### src/sv/transformed_mesh_bounding_box_assert.svh
// Assertion macros for the mesh bounding box block
`ifndef TRANSFORMED_MESH_BOUNDING_BOX_ASSERT_SVH
`define TRANSFORMED_MESH_BOUNDING_BOX_ASSERT_SVH
// Implication checked on every clock edge outside reset
`define TMBB_ASSERT_IMP(label, ante, cons, msg) \
  label: assert property (@(posedge clk) disable iff (!rst_n) (ante) |-> (cons)) \
    else $error(msg);
// Next-cycle implication checked outside reset
`define TMBB_ASSERT_NXT(label, ante, cons, msg) \
  label: assert property (@(posedge clk) disable iff (!rst_n) (ante) |=> (cons)) \
    else $error(msg);
`endif

### src/sv/tmbb_pkg.sv
`timescale 1ns / 1ps
// ----------------------------------------------------------------------------
// tmbb_pkg
// Shared types and constants for the mesh bounding box block.
// ----------------------------------------------------------------------------
package tmbb_pkg;
  localparam int CoordW = 24;
  localparam int SizeW  = 23;
  localparam int TrigW  = 16;
  localparam int VertW  = 16;
  localparam int CfgIdxW = 3;
  localparam int CfgDataW = 24;
  localparam int AccW   = 64;   // Q.28 accumulator width
  localparam int MulW   = 41;   // multiplier operand (diff) width

  localparam logic [CfgIdxW-1:0] REG_POS_X = 3'd0;
  localparam logic [CfgIdxW-1:0] REG_POS_Y = 3'd1;
  localparam logic [CfgIdxW-1:0] REG_SIZE_X = 3'd2;
  localparam logic [CfgIdxW-1:0] REG_SIZE_Y = 3'd3;
  localparam logic [CfgIdxW-1:0] REG_COS = 3'd4;
  localparam logic [CfgIdxW-1:0] REG_SIN = 3'd5;

  typedef logic signed [CoordW-1:0] coord_t;
  typedef logic        [SizeW-1:0]  size_t;
  typedef logic signed [TrigW-1:0]  trig_t;
  typedef logic signed [VertW-1:0]  vert_t;

  typedef struct packed {
    coord_t pos_x;
    coord_t pos_y;
    size_t  size_x;
    size_t  size_y;
    trig_t  cos_a;
    trig_t  sin_a;
  } cfg_t;

  typedef struct packed {
    vert_t a_x; vert_t a_y; vert_t b_x; vert_t b_y; vert_t c_x; vert_t c_y;
    logic  last_triangle;
  } tri_t;

  typedef struct packed {
    coord_t box_left;
    coord_t box_top;
    size_t  box_width;
    size_t  box_height;
  } box_t;
endpackage

### src/sv/tmbb_if.sv
`timescale 1ns / 1ps
// ----------------------------------------------------------------------------
// tmbb_tri_if / tmbb_box_if
// Valid/ready channels for triangles in and boxes out.
// ----------------------------------------------------------------------------
interface tmbb_tri_if;
  logic valid;
  logic ready;
  tmbb_pkg::tri_t data;
  modport source (output valid, output data, input ready);
  modport sink (input valid, input data, output ready);
endinterface

interface tmbb_box_if;
  logic valid;
  logic ready;
  tmbb_pkg::box_t data;
  modport source (output valid, output data, input ready);
  modport sink (input valid, input data, output ready);
endinterface

### src/sv/tmbb_xform.sv
`timescale 1ns / 1ps
// ----------------------------------------------------------------------------
// tmbb_xform
// Bit-serial transform of one vertex: shift-add products, round, saturate.
// ----------------------------------------------------------------------------
module tmbb_xform (
  input  logic                    clk,
  input  logic                    rst_n,
  input  logic                    start,
  input  tmbb_pkg::cfg_t          cfg,
  input  tmbb_pkg::vert_t         vx,
  input  tmbb_pkg::vert_t         vy,
  output logic                    done,
  output tmbb_pkg::coord_t        ox,
  output tmbb_pkg::coord_t        oy
);
  import tmbb_pkg::*;

  // Phases: P_D multiplies v by size serially (16 bits of v),
  // P_ROT multiplies dx,dy by cos,sin serially (16 bits of trig).
  localparam logic [2:0] P_IDLE = 3'd0;
  localparam logic [2:0] P_D    = 3'd1;
  localparam logic [2:0] P_ROT  = 3'd2;
  localparam logic [2:0] P_FIN  = 3'd3;

  logic [2:0] ph_r, ph_nxt;
  logic [4:0] cnt_r, cnt_nxt;
  logic [VertW-1:0] vx_sh_r, vx_sh_nxt, vy_sh_r, vy_sh_nxt;
  logic [TrigW-1:0] c_sh_r, c_sh_nxt, s_sh_r, s_sh_nxt;
  logic signed [MulW-1:0] dx_r, dx_nxt, dy_r, dy_nxt;
  logic signed [AccW-1:0] ax_r, ax_nxt, ay_r, ay_nxt;
  coord_t ox_r, ox_nxt, oy_r, oy_nxt;
  logic done_r, done_nxt;

  logic msb_v;
  logic signed [MulW-1:0] sx_w, sy_w, addx, addy;
  logic signed [AccW-1:0] dxe, dye, tx, ty, rx, ry, bx, by;

  function automatic coord_t rnd_sat(input logic signed [AccW-1:0] v);
    logic signed [AccW-1:0] b;
    logic signed [AccW-29:0] q;
    begin
      b = v + (AccW'(1) <<< 27);
      q = b[AccW-1:28];
      if (q > (AccW-28)'(8388607)) rnd_sat = 24'sd8388607;
      else if (q < -(AccW-28)'(8388608)) rnd_sat = -24'sd8388608;
      else rnd_sat = q[CoordW-1:0];
    end
  endfunction

  always_comb begin
    sx_w = MulW'(cfg.size_x);
    sy_w = MulW'(cfg.size_y);
    msb_v = (cnt_r == 5'd15);
    // weight of bit k is 2^k, sign bit negative; accumulate shifted size
    addx = vx_sh_r[0] ? (sx_w <<< cnt_r) : '0;
    addy = vy_sh_r[0] ? (sy_w <<< cnt_r) : '0;
    dxe = AccW'(dx_r) <<< cnt_r;
    dye = AccW'(dy_r) <<< cnt_r;
    tx = c_sh_r[0] ? dxe : '0;
    ty = s_sh_r[0] ? dye : '0;
    rx = ax_r; ry = ay_r;
    ph_nxt = ph_r; cnt_nxt = cnt_r;
    vx_sh_nxt = vx_sh_r; vy_sh_nxt = vy_sh_r;
    c_sh_nxt = c_sh_r; s_sh_nxt = s_sh_r;
    dx_nxt = dx_r; dy_nxt = dy_r; ax_nxt = ax_r; ay_nxt = ay_r;
    ox_nxt = ox_r; oy_nxt = oy_r; done_nxt = 1'b0;
    bx = '0; by = '0;
    case (ph_r)
      P_IDLE: begin
        if (start) begin
          ph_nxt = P_D; cnt_nxt = '0;
          vx_sh_nxt = vx; vy_sh_nxt = vy;
          dx_nxt = -(sx_w <<< 13); dy_nxt = -(sy_w <<< 13);
        end
      end
      P_D: begin
        dx_nxt = msb_v ? dx_r - addx : dx_r + addx;
        dy_nxt = msb_v ? dy_r - addy : dy_r + addy;
        vx_sh_nxt = vx_sh_r >> 1; vy_sh_nxt = vy_sh_r >> 1;
        cnt_nxt = cnt_r + 5'd1;
        if (msb_v) begin
          ph_nxt = P_ROT; cnt_nxt = '0;
          c_sh_nxt = cfg.cos_a; s_sh_nxt = cfg.sin_a;
          ax_nxt = (AccW'(sx_w) <<< 27) + (AccW'(cfg.pos_x) <<< 28);
          ay_nxt = (AccW'(sy_w) <<< 27) + (AccW'(cfg.pos_y) <<< 28);
        end
      end
      P_ROT: begin
        // x += dx*c - dy*s ; y += dx*s + dy*c, one trig bit per cycle
        bx = s_sh_r[0] ? dxe : '0;
        by = c_sh_r[0] ? dye : '0;
        if (msb_v) begin
          ax_nxt = ax_r - tx + ty;
          ay_nxt = ay_r - bx - by;
          ph_nxt = P_FIN;
        end else begin
          ax_nxt = ax_r + tx - ty;
          ay_nxt = ay_r + bx + by;
        end
        c_sh_nxt = c_sh_r >> 1; s_sh_nxt = s_sh_r >> 1;
        cnt_nxt = cnt_r + 5'd1;
      end
      P_FIN: begin
        ox_nxt = rnd_sat(rx); oy_nxt = rnd_sat(ry);
        done_nxt = 1'b1; ph_nxt = P_IDLE;
      end
      default: ph_nxt = P_IDLE;
    endcase
  end

  always_ff @(posedge clk) begin
    if (!rst_n) begin
      ph_r <= P_IDLE; done_r <= 1'b0; cnt_r <= '0;
    end else begin
      ph_r <= ph_nxt; done_r <= done_nxt; cnt_r <= cnt_nxt;
    end
    vx_sh_r <= vx_sh_nxt; vy_sh_r <= vy_sh_nxt;
    c_sh_r <= c_sh_nxt; s_sh_r <= s_sh_nxt;
    dx_r <= dx_nxt; dy_r <= dy_nxt; ax_r <= ax_nxt; ay_r <= ay_nxt;
    ox_r <= ox_nxt; oy_r <= oy_nxt;
  end

  assign done = done_r;
  assign ox = ox_r;
  assign oy = oy_r;
endmodule

### src/sv/transformed_mesh_bounding_box.sv
`timescale 1ns / 1ps
// ----------------------------------------------------------------------------
// transformed_mesh_bounding_box
// Screen-space bounding box of a rotated, scaled and offset triangle mesh.
// ----------------------------------------------------------------------------
// Each triangle word is latched on acceptance; then each of its three vertices
// passes in turn through one bit-serial transform engine (a start step, the
// size products, the rotation products, a round/saturate step and a step to
// fold the vertex into the min/max box), and ready returns after the third
// vertex is folded in. The word marked last_triangle then leaves one box
// word in an output register; the next triangle is taken the cycle after that
// word is accepted downstream, so a stalled receiver stalls the input.
// Configuration writes go straight to the registers and must arrive while the
// block is idle.
module transformed_mesh_bounding_box (
  input  logic                          clk,
  input  logic                          rst_n,
  input  logic                          cfg_we,
  input  logic [tmbb_pkg::CfgIdxW-1:0]  cfg_index,
  input  logic [tmbb_pkg::CfgDataW-1:0] cfg_wdata,
  tmbb_tri_if.sink                      in_tri,
  tmbb_box_if.source                    out_box
);
  import tmbb_pkg::*;
  `include "transformed_mesh_bounding_box_assert.svh"

  localparam logic [1:0] S_IDLE = 2'd0;
  localparam logic [1:0] S_RUN  = 2'd1;
  localparam logic [1:0] S_WAIT = 2'd2;

  cfg_t cfg_r, cfg_nxt;
  tri_t tri_r;
  logic [1:0] st_r, st_nxt;
  logic [1:0] vtx_r, vtx_nxt;
  coord_t mnx_r, mny_r, mxx_r, mxy_r, mnx_nxt, mny_nxt, mxx_nxt, mxy_nxt;
  logic started_r, started_nxt;
  box_t box_r, box_nxt;
  logic ov_r, ov_nxt;
  logic xf_start, xf_done;
  vert_t vx, vy;
  coord_t ox, oy;
  logic signed [CoordW:0] wd, ht;
  logic acc_in;

  // Hold config; ignore unknown indexes
  always_comb begin
    cfg_nxt = cfg_r;
    if (cfg_we) begin
      case (cfg_index)
        REG_POS_X: cfg_nxt.pos_x = cfg_wdata;
        REG_POS_Y: cfg_nxt.pos_y = cfg_wdata;
        REG_SIZE_X: cfg_nxt.size_x = cfg_wdata[SizeW-1:0];
        REG_SIZE_Y: cfg_nxt.size_y = cfg_wdata[SizeW-1:0];
        REG_COS: cfg_nxt.cos_a = cfg_wdata[TrigW-1:0];
        REG_SIN: cfg_nxt.sin_a = cfg_wdata[TrigW-1:0];
        default: ;
      endcase
    end
  end

  assign in_tri.ready = (st_r == S_IDLE) && !ov_r;
  assign acc_in = in_tri.valid && in_tri.ready;

  always_comb begin
    case (vtx_r)
      2'd0: begin vx = tri_r.a_x; vy = tri_r.a_y; end
      2'd1: begin vx = tri_r.b_x; vy = tri_r.b_y; end
      default: begin vx = tri_r.c_x; vy = tri_r.c_y; end
    endcase
  end

  tmbb_xform u_xf (
    .clk(clk), .rst_n(rst_n), .start(xf_start), .cfg(cfg_r),
    .vx(vx), .vy(vy), .done(xf_done), .ox(ox), .oy(oy)
  );

  always_comb begin
    st_nxt = st_r; vtx_nxt = vtx_r; xf_start = 1'b0;
    mnx_nxt = mnx_r; mny_nxt = mny_r; mxx_nxt = mxx_r; mxy_nxt = mxy_r;
    started_nxt = started_r; box_nxt = box_r;
    ov_nxt = ov_r && !out_box.ready;
    wd = '0; ht = '0;
    case (st_r)
      S_IDLE: if (acc_in) begin
        st_nxt = S_RUN; vtx_nxt = 2'd0;
      end
      S_RUN: begin
        xf_start = 1'b1; st_nxt = S_WAIT;
      end
      S_WAIT: if (xf_done) begin
        // Fold the vertex in; first one seeds the box
        if (!started_r) begin
          mnx_nxt = ox; mxx_nxt = ox; mny_nxt = oy; mxy_nxt = oy;
          started_nxt = 1'b1;
        end else begin
          if (ox < mnx_r) mnx_nxt = ox;
          if (ox > mxx_r) mxx_nxt = ox;
          if (oy < mny_r) mny_nxt = oy;
          if (oy > mxy_r) mxy_nxt = oy;
        end
        if (vtx_r == 2'd2) begin
          st_nxt = S_IDLE;
          if (tri_r.last_triangle) begin
            wd = (CoordW+1)'(mxx_nxt) - (CoordW+1)'(mnx_nxt);
            ht = (CoordW+1)'(mxy_nxt) - (CoordW+1)'(mny_nxt);
            box_nxt.box_left = mnx_nxt;
            box_nxt.box_top = mny_nxt;
            box_nxt.box_width = (wd > (CoordW+1)'(8388607)) ? 23'h7FFFFF : wd[SizeW-1:0];
            box_nxt.box_height = (ht > (CoordW+1)'(8388607)) ? 23'h7FFFFF : ht[SizeW-1:0];
            ov_nxt = 1'b1;
            mnx_nxt = '0; mny_nxt = '0; mxx_nxt = '0; mxy_nxt = '0;
            started_nxt = 1'b0;
          end
        end else begin
          vtx_nxt = vtx_r + 2'd1; st_nxt = S_RUN;
        end
      end
      default: st_nxt = S_IDLE;
    endcase
  end

  always_ff @(posedge clk) begin
    if (!rst_n) begin
      st_r <= S_IDLE; vtx_r <= '0; ov_r <= 1'b0; started_r <= 1'b0;
      mnx_r <= '0; mny_r <= '0; mxx_r <= '0; mxy_r <= '0;
      cfg_r <= '{pos_x: '0, pos_y: '0, size_x: 23'd256, size_y: 23'd256,
                 cos_a: 16'sd16384, sin_a: '0};
    end else begin
      st_r <= st_nxt; vtx_r <= vtx_nxt; ov_r <= ov_nxt; started_r <= started_nxt;
      mnx_r <= mnx_nxt; mny_r <= mny_nxt; mxx_r <= mxx_nxt; mxy_r <= mxy_nxt;
      cfg_r <= cfg_nxt;
    end
    if (acc_in) tri_r <= in_tri.data;
    box_r <= box_nxt;
  end

  assign out_box.valid = ov_r;
  assign out_box.data = box_r;

  `TMBB_ASSERT_IMP(a_box_order, started_r && st_r == S_IDLE, mnx_r <= mxx_r && mny_r <= mxy_r, "box min above max")
  `TMBB_ASSERT_NXT(a_start_wait, xf_start, st_r == S_WAIT, "engine start lost")
  `TMBB_ASSERT_IMP(a_no_take_busy, acc_in, !ov_r && st_r == S_IDLE, "word taken while busy")
endmodule
### src/flat_wrapper.sv
// flat-port wrapper written by rule: the top's interface ports become plain ports
module transformed_mesh_bounding_box_flat import tmbb_pkg::*;
  (clk, rst_n, cfg_we, cfg_index, cfg_wdata, in_tri_valid, in_tri_data, in_tri_ready, out_box_valid, out_box_data, out_box_ready);
  tmbb_tri_if in_tri_i ();
  tmbb_box_if out_box_i ();
  input  logic clk;
  input  logic rst_n;
  input  logic cfg_we;
  input  logic [tmbb_pkg::CfgIdxW-1:0] cfg_index;
  input  logic [tmbb_pkg::CfgDataW-1:0] cfg_wdata;
  input wire logic [$bits(in_tri_i.valid)-1:0] in_tri_valid;
  input wire logic [$bits(in_tri_i.data)-1:0] in_tri_data;
  output wire logic [$bits(in_tri_i.ready)-1:0] in_tri_ready;
  output wire logic [$bits(out_box_i.valid)-1:0] out_box_valid;
  output wire logic [$bits(out_box_i.data)-1:0] out_box_data;
  input wire logic [$bits(out_box_i.ready)-1:0] out_box_ready;
  assign in_tri_i.valid = in_tri_valid;
  assign in_tri_i.data = in_tri_data;
  assign in_tri_ready = in_tri_i.ready;
  assign out_box_valid = out_box_i.valid;
  assign out_box_data = out_box_i.data;
  assign out_box_i.ready = out_box_ready;
  transformed_mesh_bounding_box u_core (.clk(clk), .rst_n(rst_n), .cfg_we(cfg_we), .cfg_index(cfg_index), .cfg_wdata(cfg_wdata), .in_tri(in_tri_i), .out_box(out_box_i));
endmodule
### config.mk
export PLATFORM = sky130hd
export DESIGN_NAME = transformed_mesh_bounding_box_flat
export DESIGN_NICKNAME = d
export VERILOG_FILES = /design/src/sv/tmbb_pkg.sv /design/src/sv/tmbb_if.sv /design/src/sv/tmbb_xform.sv /design/src/sv/transformed_mesh_bounding_box.sv /design/src/flat_wrapper.sv
export VERILOG_INCLUDE_DIRS = /design/src /design/src/sv
export SDC_FILE = /design/constraint.sdc
export NUM_CORES = 2
export LEC_CHECK = 0
export BUFFER_PORTS_ARGS = -buffer_cell sky130_fd_sc_hd__buf_2
export CAP_MARGIN = 20
export CORE_ASPECT_RATIO = 1.4
export CORE_MARGIN = 2
export CORE_UTILIZATION = 55
export CTS_BUF_LIST = sky130_fd_sc_hd__clkbuf_4
export CTS_CLUSTER_SIZE = 28
export DETAILED_ROUTE_END_ITERATION = 16
export HOLD_SLACK_MARGIN = 0.05
export PLACE_DENSITY = 0.72
export SLEW_MARGIN = 25
export SYNTH_ARGS = -nofsm -noshare
export SYNTH_HDL_FRONTEND = slang
export SYNTH_HIERARCHICAL = 1
export SYNTH_SLANG_ARGS = --single-unit
### constraint.sdc
create_clock -name clk -period 16.5 [get_ports clk]
set_input_delay 1.65 -clock clk [delete_from_list [all_inputs] [get_ports clk]]
set_output_delay 1.65 -clock clk [all_outputs]
set_load 0.01 [all_outputs]
# Word level (Yosys, flattened, before mapping)
# Index checks and enable logic that the tools add are counted.
# totals
input_bits	129
regBits	750
word_cells	197
# op_classes
n_mux	77
shifts	4
n_reduce_logical	27
order_cmp	10
n_addsub	22
n_eq_ne	19
# ops
op	count
two-way mux 24 bit	26
two-way mux 64 bit	8
adder 64 bit	4
case mux 64 bit (2 select lines)	2
subtractor 64 bit	4
two-way mux 41 bit	6
case mux 16 bit (2 select lines)	6
case mux 41 bit (2 select lines)	2
adder 64 x 29 -> 64 bit, second input constant	2
<<< shifter 41 x 5 -> 64 bit	2
adder 51 x 52 -> 53 bit	2
adder 41 bit	2
negation 36 -> 41 bit	2
<<< shifter 23 x 5 -> 41 bit	2
subtractor 41 bit	2
greater-than comparator 36 x 24 -> 1 bit, second input constant	2
less-than comparator 36 x 24 -> 1 bit, second input constant	2
two-way mux 16 bit	4
greater-than comparator 25 x 24 -> 1 bit, second input constant	2
subtractor 24 x 24 -> 25 bit	2
greater-than comparator 24 bit	2
less-than comparator 24 bit	2
AND reduction 2 bit	11
case mux 5 bit (3 select lines)	1
other kinds (25)	59

# Logic depth before layout (Yosys ltp)
# logic_depth
depth_word	7
mapped_depth	36
ltp_nobuf	33

# Modules after synthesis
# Netlist, hierarchy kept.
# modules_own_cells
mod	seq_area_each_um2	cells_per_inst	area_each_um2	instances
tmbb_xform	9829.4	6755	54667.4	1
transformed_mesh_bounding_box	10299.9	2136	21010.2	1

# Worst setup path before layout
# OpenSTA, ideal clock, no wires.
# synth_path
path_kind	register to register
startpoint	register u_core.u_xf.ph_r[1]
endpoint	register u_core.u_xf.ax_r[0] (enable)
period_less_slack_ps	13162
path_slack_ps	3338
n_path_buf	2
t_required_ps	15599
arrival_ps	12261
path_stages_with_launch	6
setup_ps	901
path_cell_list	dfxtp_1 > inv_1 > ha_1 > clkbuf_1 > buf_1 > o21ai_0
# synth_via
elab_chain_cells	3
# synth_lines
item	line	rtl
start, declared	tmbb_xform.sv:26	logic [2:0] ph_r, ph_nxt;
start signal, assigned	tmbb_xform.sv:116	ph_r <= ph_nxt; done_r <= done_nxt; cnt_r <= cnt_nxt;
== test 3 x 1 -> 1 bit / == test 3 x 2 -> 1 bit (equally long branches)	tmbb_xform.sv:69	case (ph_r)
!= test 2 bit (no source line) / nonzero test 2 bit (equally long branches)	-	
AND reduction 2 bit (no source line) (*)	-	
end signal, assigned	tmbb_xform.sv:120	dx_r <= dx_nxt; dy_r <= dy_nxt; ax_r <= ax_nxt; ay_r <= ay_nxt;
end, declared	tmbb_xform.sv:31	logic signed [AccW-1:0] ax_r, ax_nxt, ay_r, ay_nxt;
# Every way passes the cells marked *; elsewhere a longest branch is shown, timed or not.
# A chain may end at the register's enable or synchronous reset.

# Final worst setup path
# layout_path
startpoint	register u_core.u_xf.cnt_r[2]
endpoint	register u_core.u_xf.ax_r[57] (data pin)
# layout_via
elab_chain_cells	6
# layout_lines
item	line	rtl
start, declared	tmbb_xform.sv:27	logic [4:0] cnt_r, cnt_nxt;
start signal, assigned	tmbb_xform.sv:116	
<<< shifter 41 x 5 -> 64 bit	tmbb_xform.sv:58	dxe = AccW'(dx_r) <<< cnt_r;
two-way mux 64 bit	tmbb_xform.sv:60	tx = c_sh_r[0] ? dxe : '0;
adder 64 bit / subtractor 64 bit (equally long branches)	tmbb_xform.sv:98, tmbb_xform.sv:94	
subtractor 64 bit / adder 64 bit (equally long branches)	tmbb_xform.sv:98, tmbb_xform.sv:94	
two-way mux 64 bit (*)	tmbb_xform.sv:93	if (msb_v) begin
case mux 64 bit (2 select lines) (*)	tmbb_xform.sv:69	
named net u_core.u_xf.ax_nxt[57]	tmbb_xform.sv:31	
# The timed path passes the listed nets; every way through them passes the cells marked *.

==> summary.txt <==
most frequent cell after synthesis -> nand2_1
CTS tree -> done
Clock Tree Buf Depth -> 3
Worst Skew -> 0.09822 ns
Crit path required time -> 17.53 ns
GRT Max-Usage Layer -> met2
clock group share of total power -> 0.159
row cnt -> 161
final hold violation count -> 0
clk sink count -> 749
drt drc -> 0
post-synthesis sequential area ratio -> 0.2660
kind of critical path -> flip-flop to flip-flop
Power Density -> 135.7 nW/um^2
synth unique cells -> 126
share of power burned in registers -> 0.220
PortBufs -> 224
Setup TNS -> 0 ns
GRT Resource Usage Total -> 0.4014
Sw Share -> 0.4885
syn avg cell area -> 8.512 sq um
area of the multi-input gates -> 50720 sq um
initial core utilization -> 0.5525
Die Span Y -> 442.9 microns
H-tree Lvls -> 4
Crit Reg-Reg Startpoint -> u_core/u_xf/cnt_r[2]$_SDFFE_PN0P_
Max Cap Viol -> 0
top cells by area, synth -> edfxtp_1 20%, ha_1 8.8%, fa_1 6.8%
synth warn -> 6
Leak Pwr -> 0.03410 uW
pin count of the biggest net entering global routing -> 125
Setup Buffers After CTS -> 0
routed len/inst -> 26.43 microns
FF+latch count, synth -> 749
Crit Path Max Fanout -> 51
Vias/cell -> 6.362
Initial DRC Count -> 6569
hold path start -> u_core/cfg_r[14]$_SDFFE_PN0P_
outcome -> finished, final reports clean
# fillers -> 12680
Worst-Margin Slew -> 1.214 ns
Worst-Skew Late Latency -> 1.35 ns
area of the core -> 137000 sq um
final std cells w/o fill -> 10930
Root Driver -> clkbuf_4
clock period minus final worst setup slack -> 8.705 ns
unrepaired setup endpoints after global routing -> false
Post-synth top cells -> 1183 x nand2_1, 819 x inv_1, 699 x a21oi_1
asr flop ratio synth -> 0
DRT Pass-1 Iters -> 6
Max Clk Rate -> 0.1149 GHz
# IOs -> 225
final hold slack -> 0.4680 ns
post-route ant nets -> 0
net count after synthesis -> 9808
Slew headroom -> 0.1678
routed wire length -> 288.9 mm
DP Cell Count -> 10550
Mapped Area -> 75680 sq um
Int Pwr -> 5603 uW
met1 usage -> 0.4331
area share of the largest cell type after synthesis -> 0.2036
VDD IR max -> 0.09669 mV
Final period util -> 0.5276
clock-pin slew on the worst setup and hold paths -> 0.07 ns
Worst setup SP type -> flip-flop
Post-synth top flop -> edfxtp_1
Critical Path End Type -> flip-flop
Pwr Total -> 10950 uW
grt ovf -> 0
nets -> 9870
EDFF count, synth -> 513
M2 GR Usage -> 0.6826
GPL Wtd Cong -> 1.058
via count -> 69540
worst hold path class -> flip-flop to flip-flop
Finished Core Util -> 0.5895
Slew Viols, Final -> 0
CP startpoint -> u_core/u_xf/cnt_r[2]$_SDFFE_PN0P_
post-CTS resize count -> 0
CTS buffer count -> 195
Cells after Synth -> 8891
Switch Pwr -> 5351 uW
largest area contributor in the netlist -> edfxtp_1
Combinational Power Share -> 0.621
sequential cell area -> 20150 sq um
CP arrival -> 9.73 ns
Die Area -> 140600 sq um
initial antenna violation count -> 21
Final setup viols -> 0
layout cells sized above 1 -> 0.1150
first-pass GRT wire length -> 425.2 mm
vias in the first global route -> 69120
cts hold-fix bufs -> 0
Die W -> 317.5 microns
synthesis-to-layout area growth -> 6.696%
GR Layer Usage met3 -> 0.07049
HPWL after DPL -> 225.7 mm
worst paths after layout:
check / slack (ns) / cells past startpoint / endpoint
setup reg to reg: 7.80 / 23 / u_core/u_xf/ax_r[57]$_DFFE_PP_
hold / removal: 0.47 / 2 / u_core/cfg_r[14]$_SDFFE_PN0P_
setup / recovery: 7.80 / 23 / u_core/u_xf/ax_r[57]$_DFFE_PP_
hold reg to reg: 0.47 / 2 / u_core/cfg_r[14]$_SDFFE_PN0P_
metal layers:
layer / vias to the layer above / share of wire
met5: - / 0.00021
met4: 4 / 0.099
met3: 1096 / 0.068
met2: 3224 / 0.48
met1: 33520 / 0.35
li1: 31690 / -
flip-flops by register name, summed over array words and instances (netlist names), 24 cells and up, named ones only:
register and cells:
u_core/mxy_r 24, u_core/u_xf/dx_r 41, u_core/cfg_r 126, u_core/u_xf/dy_r 41, u_core/mnx_r 24, u_core/mny_r 24, u_core/u_xf/ox 24, u_core/u_xf/ay_r 64
u_core/out_box.data 94, u_core/tri_r 97, u_core/u_xf/oy 24, u_core/u_xf/ax_r 64
power groups by stage:
stage,Clock (uW),Combinational [uW],Sequential [uW]
floorplan,0,4790,2420
global placement,0,6560,2440
detailed placement,0,6580,2450
CTS,1790,6640,2400
global route,1880,7350,2420
finish,1740,6800,2410
final cells by class:
type,count,area share
Antenna cell,21,0.0006508
Clock buffer,296,0.02752
Clock inverter,64,0.004804
Inverter,823,0.03832
Multi-Input combinational cell,6865,0.6281
Sequential cell,749,0.2495
Tap cell,1793,0.02778
Timing Repair Buffer,319,0.02326
per-stage QoR:
stage / worst slack [ns] / cell area (sq um)
floorplan: 3.338 / 75680
global placement: 7.875 / 78030
detailed placement: 7.822 / 78050
CTS: 7.767 / 80660
global route: 7.358 / 80730
finish: 7.795 / 80740
critical path: stages, from the launching register on:
cell and delay [ns]:
dfxtp_4 0.45, inv_4 0.35, buf_4 0.66, buf_4 0.54, mux2i_1 0.49, o21ai_0 0.33, mux2i_1 0.57, nand2_1 0.73
inv_1 0.23, fa_1 0.44, inv_1 0.11, ha_1 0.31, a21oi_1 0.19, o21ai_0 0.14, a21oi_1 0.17, nor2b_1 0.07
o21ai_0 0.42, o211ai_1 0.20, a21oi_1 0.42, a21oi_1 0.22, o21ai_0 0.64, o21ai_0 0.26, xnor2_1 0.21, o221ai_1 0.13
layout by cell type, fill, tap and decap left out, types with 45 or more instances in the layout:
master / n
a31oi_1: 87
nand2_1: 1181
and2_1: 69
clkbuf_4: 296
dfxtp_1: 231
a21o_1: 257
mux2i_1: 195
buf_4: 92
and3_1: 79
a22oi_1: 86
nor2b_1: 131
nand3_1: 145
edfxtp_1: 513
a21boi_0: 150
buf_2: 223
a211oi_1: 68
ha_1: 526
or3_1: 45
o21a_1: 71
xnor2_1: 317
o21ai_0: 486
fa_1: 258
o211ai_1: 66
nand4_1: 93
xor2_1: 217
mux4_2: 98
inv_1: 816
o21bai_1: 51
nor2_1: 518
a21oi_1: 696
nor3_1: 113
nand2b_1: 115
mux2_2: 140
cells by family after synthesis:
family                     after synthesis  synth area share
AOI/OAI and AO/OA                     2418            0.2059
adders and majority gates              794            0.1567
and+or+nand+nor                       2671            0.1641
muxes                                  447           0.07888
xor gates and xnor gates               535           0.06202
buffers and inverters                 1277           0.06638
DFF                                    749            0.2660
(Power assumes the default switching activity.)
